<file path="src/hw/rtl/scmg_pkg.sv">
`timescale 1ns / 1ps

package scmg_pkg;

   // value format: one integer bit above FRAC_BITS fraction bits
   localparam int FRAC_BITS   = 31;
   localparam int VAL_W       = FRAC_BITS + 1;
   localparam int PROD_W      = 2 * VAL_W;
   localparam int LOGI_SHIFT  = FRAC_BITS - 2;
   localparam int RECIP_SHIFT = 28;
   localparam int RECIP_W     = 32;

   localparam logic [VAL_W-1:0] VAL_ONE  = {1'b1, {FRAC_BITS{1'b0}}};
   localparam logic [VAL_W-1:0] VAL_HALF = VAL_ONE >> 1;

   localparam logic [VAL_W-1:0]   BREAKPOINT_RESET    = VAL_W'(1095216660);
   localparam logic [RECIP_W-1:0] INV_BREAKPOINT_RESET = RECIP_W'(526344031);
   localparam logic [RECIP_W-1:0] INV_COMPLEMENT_RESET = RECIP_W'(547827461);

   typedef enum logic [2:0] {
      MODE_LOGISTIC       = 3'd0,
      MODE_TENT           = 3'd1,
      MODE_SKEW_TENT      = 3'd2,
      MODE_ALTERNATE      = 3'd3,
      MODE_TENT_LOGISTIC  = 3'd4,
      MODE_LOGISTIC_TENT  = 3'd5
   } map_mode_type;

   typedef enum logic [1:0] {
      CSR_MAP_MODE        = 2'd0,
      CSR_SKEW_BREAKPOINT = 2'd1,
      CSR_INV_BREAKPOINT  = 2'd2,
      CSR_INV_COMPLEMENT  = 2'd3
   } csr_index_type;

   typedef struct packed {
      map_mode_type          mode;
      logic [VAL_W-1:0]      breakpoint;
      logic [RECIP_W-1:0]    inv_breakpoint;
      logic [RECIP_W-1:0]    inv_complement;
   } cfg_type;

   // tent map: 2x below one half, 2(1 - x) from one half up
   function automatic logic [VAL_W-1:0] tent_step(input logic [VAL_W-1:0] x);
      logic [VAL_W-1:0] d;
      d = (x < VAL_HALF) ? x : (VAL_ONE - x);
      return {d[VAL_W-2:0], 1'b0};
   endfunction

endpackage

</file>
<file path="src/hw/rtl/scmg_csr.sv">
`timescale 1ns / 1ps

module scmg_csr (
   input  logic                        clock,
   input  logic                        reset,
   input  logic                        csr_valid,
   output logic                        csr_ready,
   input  scmg_pkg::csr_index_type     csr_index,
   input  logic [31:0]                 csr_data,
   output scmg_pkg::cfg_type           cfg
);
   import scmg_pkg::*;

   cfg_type cfg_ff;
   cfg_type cfg_in;

   assign csr_ready = 1'b1;
   assign cfg       = cfg_ff;

   always_comb begin
      cfg_in = cfg_ff;
      if (csr_valid) begin
         case (csr_index)
            CSR_MAP_MODE:        cfg_in.mode           = map_mode_type'(csr_data[2:0]);
            CSR_SKEW_BREAKPOINT: cfg_in.breakpoint     = csr_data[VAL_W-1:0];
            CSR_INV_BREAKPOINT:  cfg_in.inv_breakpoint = csr_data[RECIP_W-1:0];
            CSR_INV_COMPLEMENT:  cfg_in.inv_complement = csr_data[RECIP_W-1:0];
            default:             cfg_in = cfg_ff;
         endcase
      end
   end

   always_ff @(posedge clock) begin
      if (reset) begin
         cfg_ff.mode           <= MODE_LOGISTIC;
         cfg_ff.breakpoint     <= BREAKPOINT_RESET;
         cfg_ff.inv_breakpoint <= INV_BREAKPOINT_RESET;
         cfg_ff.inv_complement <= INV_COMPLEMENT_RESET;
      end else begin
         cfg_ff <= cfg_in;
      end
   end

endmodule

</file>
<file path="src/hw/rtl/scmg_map_core.sv">
`timescale 1ns / 1ps

module scmg_map_core (
   input  scmg_pkg::cfg_type              cfg,
   input  logic                           load,
   input  logic [scmg_pkg::VAL_W-1:0]     seed,
   input  logic [scmg_pkg::VAL_W-1:0]     x,
   input  logic                           phase,
   output logic [scmg_pkg::VAL_W-1:0]     x_next,
   output logic                           phase_next
);
   import scmg_pkg::*;

   logic [VAL_W-1:0]  tent_x;
   logic [VAL_W-1:0]  logi_in;
   logic              skew_mode;
   logic              skew_low;
   logic [VAL_W-1:0]  mul_a;
   logic [RECIP_W-1:0] mul_b;
   logic [PROD_W-1:0] product;
   logic [PROD_W-1:0] shifted;
   logic [VAL_W-1:0]  mul_sat;
   logic [VAL_W-1:0]  tent_of_mul;
   logic [VAL_W-1:0]  step_val;

   // one shared multiplier: logistic x(1-x) or skew-tent reciprocal product
   always_comb begin
      tent_x    = tent_step(x);
      skew_mode = (cfg.mode == MODE_SKEW_TENT);
      skew_low  = (x < cfg.breakpoint);
      logi_in   = (cfg.mode == MODE_TENT_LOGISTIC) ? tent_x : x;

      if (skew_mode) begin
         mul_a = skew_low ? x : (VAL_ONE - x);
         mul_b = skew_low ? cfg.inv_breakpoint : cfg.inv_complement;
      end else begin
         mul_a = logi_in;
         mul_b = RECIP_W'(VAL_ONE - logi_in);
      end

      product = {{(PROD_W-VAL_W){1'b0}}, mul_a} * {{(PROD_W-RECIP_W){1'b0}}, mul_b};
      shifted = skew_mode ? (product >> RECIP_SHIFT) : (product >> LOGI_SHIFT);
      mul_sat = (shifted > {{(PROD_W-VAL_W){1'b0}}, VAL_ONE}) ? VAL_ONE
                                                              : shifted[VAL_W-1:0];
      tent_of_mul = tent_step(mul_sat);

      phase_next = phase;
      case (cfg.mode)
         MODE_TENT:          step_val = tent_x;
         MODE_SKEW_TENT:     step_val = mul_sat;
         MODE_ALTERNATE: begin
            step_val   = phase ? mul_sat : tent_x;
            phase_next = ~phase;
         end
         MODE_TENT_LOGISTIC: step_val = mul_sat;
         MODE_LOGISTIC_TENT: step_val = tent_of_mul;
         default:            step_val = mul_sat;
      endcase

      if (load) begin
         x_next     = (seed > VAL_ONE) ? VAL_ONE : seed;
         phase_next = 1'b0;
      end else begin
         x_next = step_val;
      end
   end

endmodule

</file>
<file path="src/hw/rtl/switched_chaotic_map_generator.sv">
`timescale 1ns / 1ps

// flow: a req transfer is captured in the input register and moves on into the
//   orbit register, which drives rsp_tvalid, once the result slot is free
// throughput: one item per cycle while rsp_tready is high; the whole map step
//   (one multiply, compares, subtracts) runs between input and orbit registers
// reset: synchronous, active high; orbit value 0, phase cleared (tent next),
//   mode logistic, breakpoint and reciprocals at their default values

module switched_chaotic_map_generator (
   input  logic        clock,
   input  logic        reset,

   // input stream
   input  logic        req_tvalid,
   output logic        req_tready,
   input  logic [31:0] req_tdata,   // [31:0] seed
   input  logic        req_tuser,   // [0] load

   // result stream
   output logic        rsp_tvalid,
   input  logic        rsp_tready,
   output logic [31:0] rsp_tdata,   // [31:0] orbit_value

   // register writes
   input  logic        csr_valid,
   output logic        csr_ready,
   input  logic [1:0]  csr_index,
   input  logic [31:0] csr_data
);
   import scmg_pkg::*;

   cfg_type cfg;

   // input register stage
   logic             s1_valid_ff;
   logic             s1_valid_in;
   logic             s1_load_ff;
   logic [VAL_W-1:0] s1_seed_ff;
   logic             s1_adv;

   // orbit state doubles as the result register
   logic             rsp_valid_ff;
   logic             rsp_valid_in;
   logic [VAL_W-1:0] current_value_ff;
   logic [VAL_W-1:0] current_value_in;
   logic             alternate_phase_ff;
   logic             alternate_phase_in;
   logic [VAL_W-1:0] core_value;
   logic             core_phase;

   scmg_csr u_csr (
      .clock     (clock),
      .reset     (reset),
      .csr_valid (csr_valid),
      .csr_ready (csr_ready),
      .csr_index (csr_index_type'(csr_index)),
      .csr_data  (csr_data),
      .cfg       (cfg)
   );

   scmg_map_core u_core (
      .cfg        (cfg),
      .load       (s1_load_ff),
      .seed       (s1_seed_ff),
      .x          (current_value_ff),
      .phase      (alternate_phase_ff),
      .x_next     (core_value),
      .phase_next (core_phase)
   );

   // item moves on when the result slot is empty or being drained
   assign s1_adv     = s1_valid_ff && (!rsp_valid_ff || rsp_tready);
   assign req_tready = !s1_valid_ff || s1_adv;

   assign rsp_tvalid = rsp_valid_ff;
   assign rsp_tdata  = current_value_ff;

   always_comb begin
      s1_valid_in        = s1_valid_ff;
      rsp_valid_in       = rsp_valid_ff;
      current_value_in   = current_value_ff;
      alternate_phase_in = alternate_phase_ff;

      if (s1_adv) begin
         s1_valid_in = 1'b0;
      end
      if (req_tvalid && req_tready) begin
         s1_valid_in = 1'b1;
      end

      if (rsp_valid_ff && rsp_tready) begin
         rsp_valid_in = 1'b0;
      end
      // the map step commits state and result in the same edge
      if (s1_adv) begin
         rsp_valid_in       = 1'b1;
         current_value_in   = core_value;
         alternate_phase_in = core_phase;
      end
   end

   always_ff @(posedge clock) begin
      if (reset) begin
         s1_valid_ff        <= 1'b0;
         rsp_valid_ff       <= 1'b0;
         current_value_ff   <= '0;
         alternate_phase_ff <= 1'b0;
      end else begin
         s1_valid_ff        <= s1_valid_in;
         rsp_valid_ff       <= rsp_valid_in;
         current_value_ff   <= current_value_in;
         alternate_phase_ff <= alternate_phase_in;
      end
   end

   // payload of the input stage, captured on a req transfer
   always_ff @(posedge clock) begin
      if (req_tvalid && req_tready) begin
         s1_load_ff <= req_tuser;
         s1_seed_ff <= req_tdata[VAL_W-1:0];
      end
   end

   // orbit never leaves [0, 1.0]
   a_value_in_range: assert property (@(posedge clock) disable iff (reset)
      current_value_ff <= VAL_ONE)
      else $error("orbit value above one");

   // a new result only appears after the input stage hands over an item
   a_rsp_from_stage: assert property (@(posedge clock) disable iff (reset)
      $rose(rsp_valid_ff) |-> $past(s1_adv))
      else $error("result without an item from the input stage");

   // a load leaves the alternation phase cleared
   a_load_clears_phase: assert property (@(posedge clock) disable iff (reset)
      (s1_adv && s1_load_ff) |=> !alternate_phase_ff)
      else $error("phase not cleared by load");

   // a stalled item stays in the input stage
   a_stage_holds: assert property (@(posedge clock) disable iff (reset)
      (s1_valid_ff && !s1_adv) |=> (s1_valid_ff && $stable(s1_seed_ff)))
      else $error("stalled item lost from input stage");

endmodule

</file>
<file path="config.mk">
export PLATFORM = sky130hd
export DESIGN_NAME = switched_chaotic_map_generator
export DESIGN_NICKNAME = d
export VERILOG_FILES = /design/src/hw/rtl/scmg_pkg.sv /design/src/hw/rtl/scmg_csr.sv /design/src/hw/rtl/scmg_map_core.sv /design/src/hw/rtl/switched_chaotic_map_generator.sv
export SDC_FILE = /design/constraint.sdc
export NUM_CORES = 2
export LEC_CHECK = 0
export CELL_PAD_IN_SITES_DETAIL_PLACEMENT = 1
export CELL_PAD_IN_SITES_GLOBAL_PLACEMENT = 1
export CORE_AREA = 2 2 306 308
export DETAILED_ROUTE_END_ITERATION = 16
export DIE_AREA = 0 0 308 310
export DONT_BUFFER_PORTS = 1
export PLACE_DENSITY_LB_ADDON = 0.15
export SETUP_SLACK_MARGIN = 0.15
export SYNTH_ARGS = -nofsm -noshare
export SYNTH_HDL_FRONTEND = slang
export SYNTH_SLANG_ARGS = --single-unit
</file>
<file path="constraint.sdc">
create_clock -name clock -period 17.34 [get_ports clock]
set_clock_uncertainty 0.05 [all_clocks]
set_input_delay 0.867 -clock clock [delete_from_list [all_inputs] [get_ports clock]]
set_output_delay 0.867 -clock clock [all_outputs]
set_load 0.005 [all_outputs]
</file>
Yosys cells after proc, flatten, opt, wreduce, memory -nomap -nowiden. Cells that the tools add are included.

Register bits after elaboration: 167. Latch bits: 0. Bits in writable memories: 0. ROM bits: 0. Input port bits: 72. Word-level logic and storage cells: 63. Memories: 0.

Add/sub/neg operators: 3. Multiply operators: 1. Div/mod/pow operators: 0. Magnitude comparators: 5. Equality and inequality tests: 8. Shift-type cells: 0. Muxes and demuxes: 19. Bitwise gates (word level): 1. Reduce and logical (&&, ||, !) cells: 16.

Operators by type and width (number): 32-bit 2-to-1 mux (9); 32-bit case mux with 3 select lines (1); 64-bit by 32-bit greater-than comparator with 1-bit output (second input constant) (1); 32-bit by 31-bit < comparator with 1-bit output (second input constant) (2); 32-bit by 32-bit multiplier with 64-bit output (1); 32-bit subtractor (first input constant) (2); 31-bit 2-to-1 mux (2); 36-bit 2-to-1 mux (1); 32-bit greater-than comparator (second input constant) (1); 32-bit < comparator (1); 1-bit by 31-bit subtractor with 31-bit output (first input constant) (1); 2-bit AND reduction (5); 3-bit by 2-bit equality test with 1-bit output (second input constant) (2); 3-bit equality test (second input constant) (2); 1-bit 2-to-1 mux (6); 2-bit nonzero test (3); 2-bit equality test (second input constant) (2); 3-bit by 1-bit equality test with 1-bit output (second input constant) (1); 1-bit logical AND (3); 2-bit by 1-bit equality test with 1-bit output (second input constant) (1); 1-bit logical NOT (2); 2-bit logical NOT (1); 1-bit logical OR (2); 1-bit inverter (1).

Depth between registers and ports, before layout.
Depth in word-level cells: 13. Gate-level depth with buffers: 63. Gate-level depth less buffers: 57.

Cells and area by module. A second synthesis with hierarchy kept.

Cells, all modules: 5710. Area, all modules: 46684.8 um2.

Modules (own cells, without submodules): scmg_map_core (times used 1, cells each 5135, area each 40142.2 um2); scmg_csr (times used 1, cells each 389, area each 3961.3 um2); switched_chaotic_map_generator (times used 1, cells each 186, area each 2581.2 um2).

Least setup slack after synthesis. OpenSTA, ideal clock, no wires.

Kind: register -> register. Start point: register current_value_ff[11] (netlist: rsp_tdata[11]). End point: register current_value_ff[25] (netlist: rsp_tdata[25]). Setup time: 0.115 ns. Arrival time: 14.084 ns. Required time: 17.175 ns. Slack: 3.090 ns. Stages on the path, launching flop included: 56. Clock period less this slack: 14.250 ns. Cells stage by stage: dfxtp_1 -> buf_6 -> or3_4 -> or4_1 -> or2_2 -> or3_1 -> or3_1 -> or3_1 -> or3_1 -> nor3_2 -> nor2_1 -> xnor2_1 -> o21ai_0 -> nor2_1 -> a21oi_1 -> clkbuf_1 -> nand2_1 -> fa_1 -> [20 not listed] -> xnor2_1 -> nand4b_1 -> clkbuf_1 -> and2_1 -> clkbuf_1 -> inv_1 -> nand2_1 -> ha_1 -> clkbuf_1 -> o21ai_0 -> nor4_1 -> nor4b_2 -> nor3b_1 -> nor3_1 -> a21o_1 -> a221oi_1 -> o22ai_1 -> and3_1.

Cells in the longest elaborated chain, start to end: 13.

Ends and longest elaborated chain: start, declared (RTL line switched_chaotic_map_generator.sv:45) `logic [VAL_W-1:0] current_value_ff;`; start signal, assigned (RTL line switched_chaotic_map_generator.sv:112) `current_value_ff <= current_value_in;`; 32-bit subtractor / 32-bit by 31-bit < comparator with 1-bit output (equally long branches) (RTL line scmg_pkg.sv:46) `d = (x < VAL_HALF) ? x : (VAL_ONE - x);`; 31-bit 2-to-1 mux (RTL line scmg_pkg.sv:46); 32-bit 2-to-1 mux (RTL line scmg_map_core.sv:31) `logi_in = (cfg.mode == MODE_TENT_LOGISTIC) ? tent_x : x;`; 32-bit subtractor (RTL line scmg_map_core.sv:38) `mul_b = RECIP_W'(VAL_ONE - logi_in);`; 32-bit 2-to-1 mux (RTL line scmg_map_core.sv:33) `if (skew_mode) begin`; 32-bit by 32-bit multiplier with 64-bit output (RTL line scmg_map_core.sv:41) `product = {{(PROD_W-VAL_W){1'b0}}, mul_a} * {{(PROD_W-RECIP_W){1'b0}}, mul_b};`; 36-bit 2-to-1 mux (RTL line scmg_map_core.sv:42) `shifted = skew_mode ? (product >> RECIP_SHIFT) : (product >> LOGI_SHIFT);`; 64-bit by 32-bit greater-than comparator with 1-bit output (RTL line scmg_map_core.sv:43) `mul_sat = (shifted > {{(PROD_W-VAL_W){1'b0}}, VAL_ONE}) ? VAL_ONE`; 32-bit 2-to-1 mux (RTL line scmg_map_core.sv:43); 1-bit by 31-bit subtractor with 31-bit output / 32-bit by 31-bit < comparator with 1-bit output (equally long branches) (RTL line scmg_pkg.sv:46); 31-bit 2-to-1 mux (RTL line scmg_pkg.sv:46); 32-bit case mux with 3 select lines (*) (RTL line scmg_map_core.sv:48) `case (cfg.mode)`; 32-bit 2-to-1 mux (*) (RTL line scmg_map_core.sv:60) `if (load) begin`.

Mark *: on every way between the ends. The rest lies on a longest branch, timed or not. A chain may end at the register's enable or synchronous reset.

Worst setup path after layout.
Start point: register current_value_ff[0] (netlist: rsp_tdata[0]). End point: register current_value_ff[25] (netlist: rsp_tdata[25]).

Same word-level chain as after synthesis.

==> metrics.yaml <==
status: "finished clean"
relSlewSlack_pct: 23.0
async_flop_share_pct: 0
cp_top_family: "simple AND/OR/NAND/NOR gates"
post-route-period-util_pct: 94.7
wl_per_cell_um: 28.8
muxShareOfSynthArea_pct: 0.813
path_class: "reg -> reg"
pre_cts_slack_ns: 0.908
cts_sinks: 167
grt_use_total_pct: 41.4
rrSetupSlack_ns: 0.92
final-hold-violation-count: 0
nNetsFinal: 6800
ioPinCount: 107
die_y_um: 310
vias: 41400
io_buffers: 0
setup_tns_ns: 0
die_w_um: 308
synth_top_family_by_area: "adder cells"
antenna_found_initial: 7
drt_iter0_markers: 3535
r2r_cells: 49
cp_num_buf_inv: 4
nFillCells: 11200
min_from: "u_csr.cfg[3]"
hold_depth: 2
worstMarginPinSlew_ns: 1.15
htreeDepth: 4
synth_area_per_cell_um2: 8.02
cts.clk_slew.worst_paths_ns: 0.09
ys_types: 90
syn_nets: 6956
start_util_pct: 49.4
synth.largest_area_cell: "fa_1"
r2r-end: "rsp_tdata[25]"
layout-drive-gt1-share_pct: 5.85
core_um2: 92500
synthFlopType: "dfxtp_1"
synth_compound_area_share_pct: 10.4
gr-total-overflow: 0
fmax_mhz: 60.9
rsz0062_at_grt: "no"
firstDrtPassIters: 6
cts_buffers: 17
critPathArrivalTime_ns: 16.75
setup_viol_count_final: 0
grt_pass1_vias: 44500
hold_path_class: "reg -> reg"
startpoint_type: "flip-flop"
synth.yosys.seq_area_share_pct: 8.04
tritoncts: "built"
critPathMaxFanout: 15
drc_errors: 0
gp_congestion: 1.02
post-dp-hpwl_mm: 157
cpMostUsedCell: "fa_1"
syn_area_um2: 45700
clk_latency_ns: 0.48
cts_resized: 0
setup_slack_ns: 0.917
max_stage_delay_ns: 0.66
dieArea_um2: 95500
fin_crit_ns: 16.42
vias_per_cell: 6.13
synth_edf_count: 33
finalMaxSlewViolations: 0
grt_max_degree: 140
cts_root_buf: "clkbuf_16"
drtAntennaViolNets: 0
cts_buffer_depth: 2
synth-adder-area-share_pct: 47.3
cp_slowest_cell: "nor4_1"
synth-seq-cells: 167
synthSimpleGateAreaFrac_pct: 20.2
netlist_instances: 5695
post_cts_buffers: 0
yosysTopAreaCellShare_pct: 39.2
synth_top_cells_by_area: "fa_1, nand2_1, ha_1, inv_1, dfxtp_1"
synthXorXnorAreaFrac_pct: 2.39
min_to: "u_csr.cfg[3]"
synth_warnings: 0
grt_pass1_wl_mm: 288
crit_required_ns: 17.66
reg2reg_from: "rsp_tdata[0]"
syn_to_final_growth_pct: 5.17
max_cap_violations: 0
endpoint_kind: "flip-flop"
num_rows: 112
drt_wl_total_mm: 194
hold_buffers: 0
[metal layers]
metal  global-route usage, %  up-vias  share of wire [%]
li1                        -    17400                  -
met3                    10.3      592                9.5
met2                    64.9     1956                 45
met5                       0        -              0.020
met4                    28.7        6                8.3
met1                    50.3    21400                 38
[stage by stage]
stage	hold slack, ns	instances	util, %	instance area [um2]
finish	0.410	6752	51.9	48000
global route	0.402	6749	51.9	48000
detailed placement	0.394	6717	51.2	47300
floorplan	0.383	5695	-	45700
CTS	0.398	6749	51.9	48000
global placement	0.389	6717	51.2	47300
[kinds of logic (layout without fill, tap and decap cells)]
kind of cell / count (synthesis) / in the layout
other: 1 / 4
buffers and inverters: 1317 / 1174
AO/OA/AOI/OAI: 743 / 743
multiplexers: 36 / 36
AND/OR/NAND/NOR: 2118 / 2118
XOR/XNOR: 124 / 124
adder cells (fa/ha/maj): 1189 / 1189
flip-flops: 167 / 167
[area by class of cell]
| type | instances | area, um2 | share of cell area, % |
|---|---|---|---|
| Inverter | 972 | 3650 | 7.59 |
| Multi-Input combinational cell | 4211 | 37300 | 77.5 |
| Sequential cell | 167 | 3670 | 7.65 |
| Clock inverter | 15 | 223 | 0.464 |
| Tap cell | 1197 | 1500 | 3.12 |
| Clock buffer | 17 | 425 | 0.885 |
| Timing Repair Buffer | 170 | 1310 | 2.73 |
| Antenna cell | 3 | 7.51 | 0.0156 |
[flip-flops by register name, indices dropped and copies added, names as in the netlist]
register	count
rsp_tdata	32
u_csr.cfg	99
alternate_phase_ff	1
s1_valid_ff	1
rsp_tvalid	1
s1_seed_ff	32
s1_load_ff	1
[worst min-delay path, cell delays in order, from the launching register on]
cell and delay [ns]:
dfxtp_1 0.32, nand2_1 0.05, a21oi_1 0.05
[cell usage in the layout (no fill, tap or decap), drive strengths merged, types with 9 or more instances in the layout]
cell type and count:
a2111oi 12, nor3 49, dfxtp 134, nand4 50, xnor2 52, o21a 15
a211oi 20, o221ai 11, nand3b 42, nor2b 12, nor4 40, o21ai 141
o41ai 11, mux2i 30, inv 984, a221oi 16, ha 294, a21o 75
or3 41, o31ai 16, and3 23, nor2 629, a211o 21, clkbuf 17
or2 32, nand2 1015, a21oi 271, a31oi 25, fa 895, nand4b 9
xor2 72, nand2b 18, buf 170, o211ai 9, o21bai 23, nand3 48
o22ai 10, edfxtp 33, and2 81
[worst max-delay path by stage]
stage,startpoint,depth (start not counted),endpoint
4_1_cts,rsp_tdata[0],55,rsp_tdata[25]
5_1_grt,rsp_tdata[0],53,rsp_tdata[25]
2_1_floorplan,rsp_tdata[11],55,rsp_tdata[25]
6_report,rsp_tdata[0],49,rsp_tdata[25]
3_3_place_gp,rsp_tdata[0],55,rsp_tdata[25]
3_5_place_dp,rsp_tdata[0],55,rsp_tdata[25]
[cells in the mapped netlist, drive strengths merged, types with 49 or more instances]
master / n
inv: 971
nor2: 629
xor2: 72
ha: 294
clkbuf: 313
a21o: 75
o21ai: 141
xnor2: 52
nor3: 49
nand4: 50
dfxtp: 134
fa: 895
and2: 81
a21oi: 271
nand2: 1015
Power is left out: the tool's default activity adds up to more than one toggle a clock period on the data nets, which glitch-free logic cannot reach.
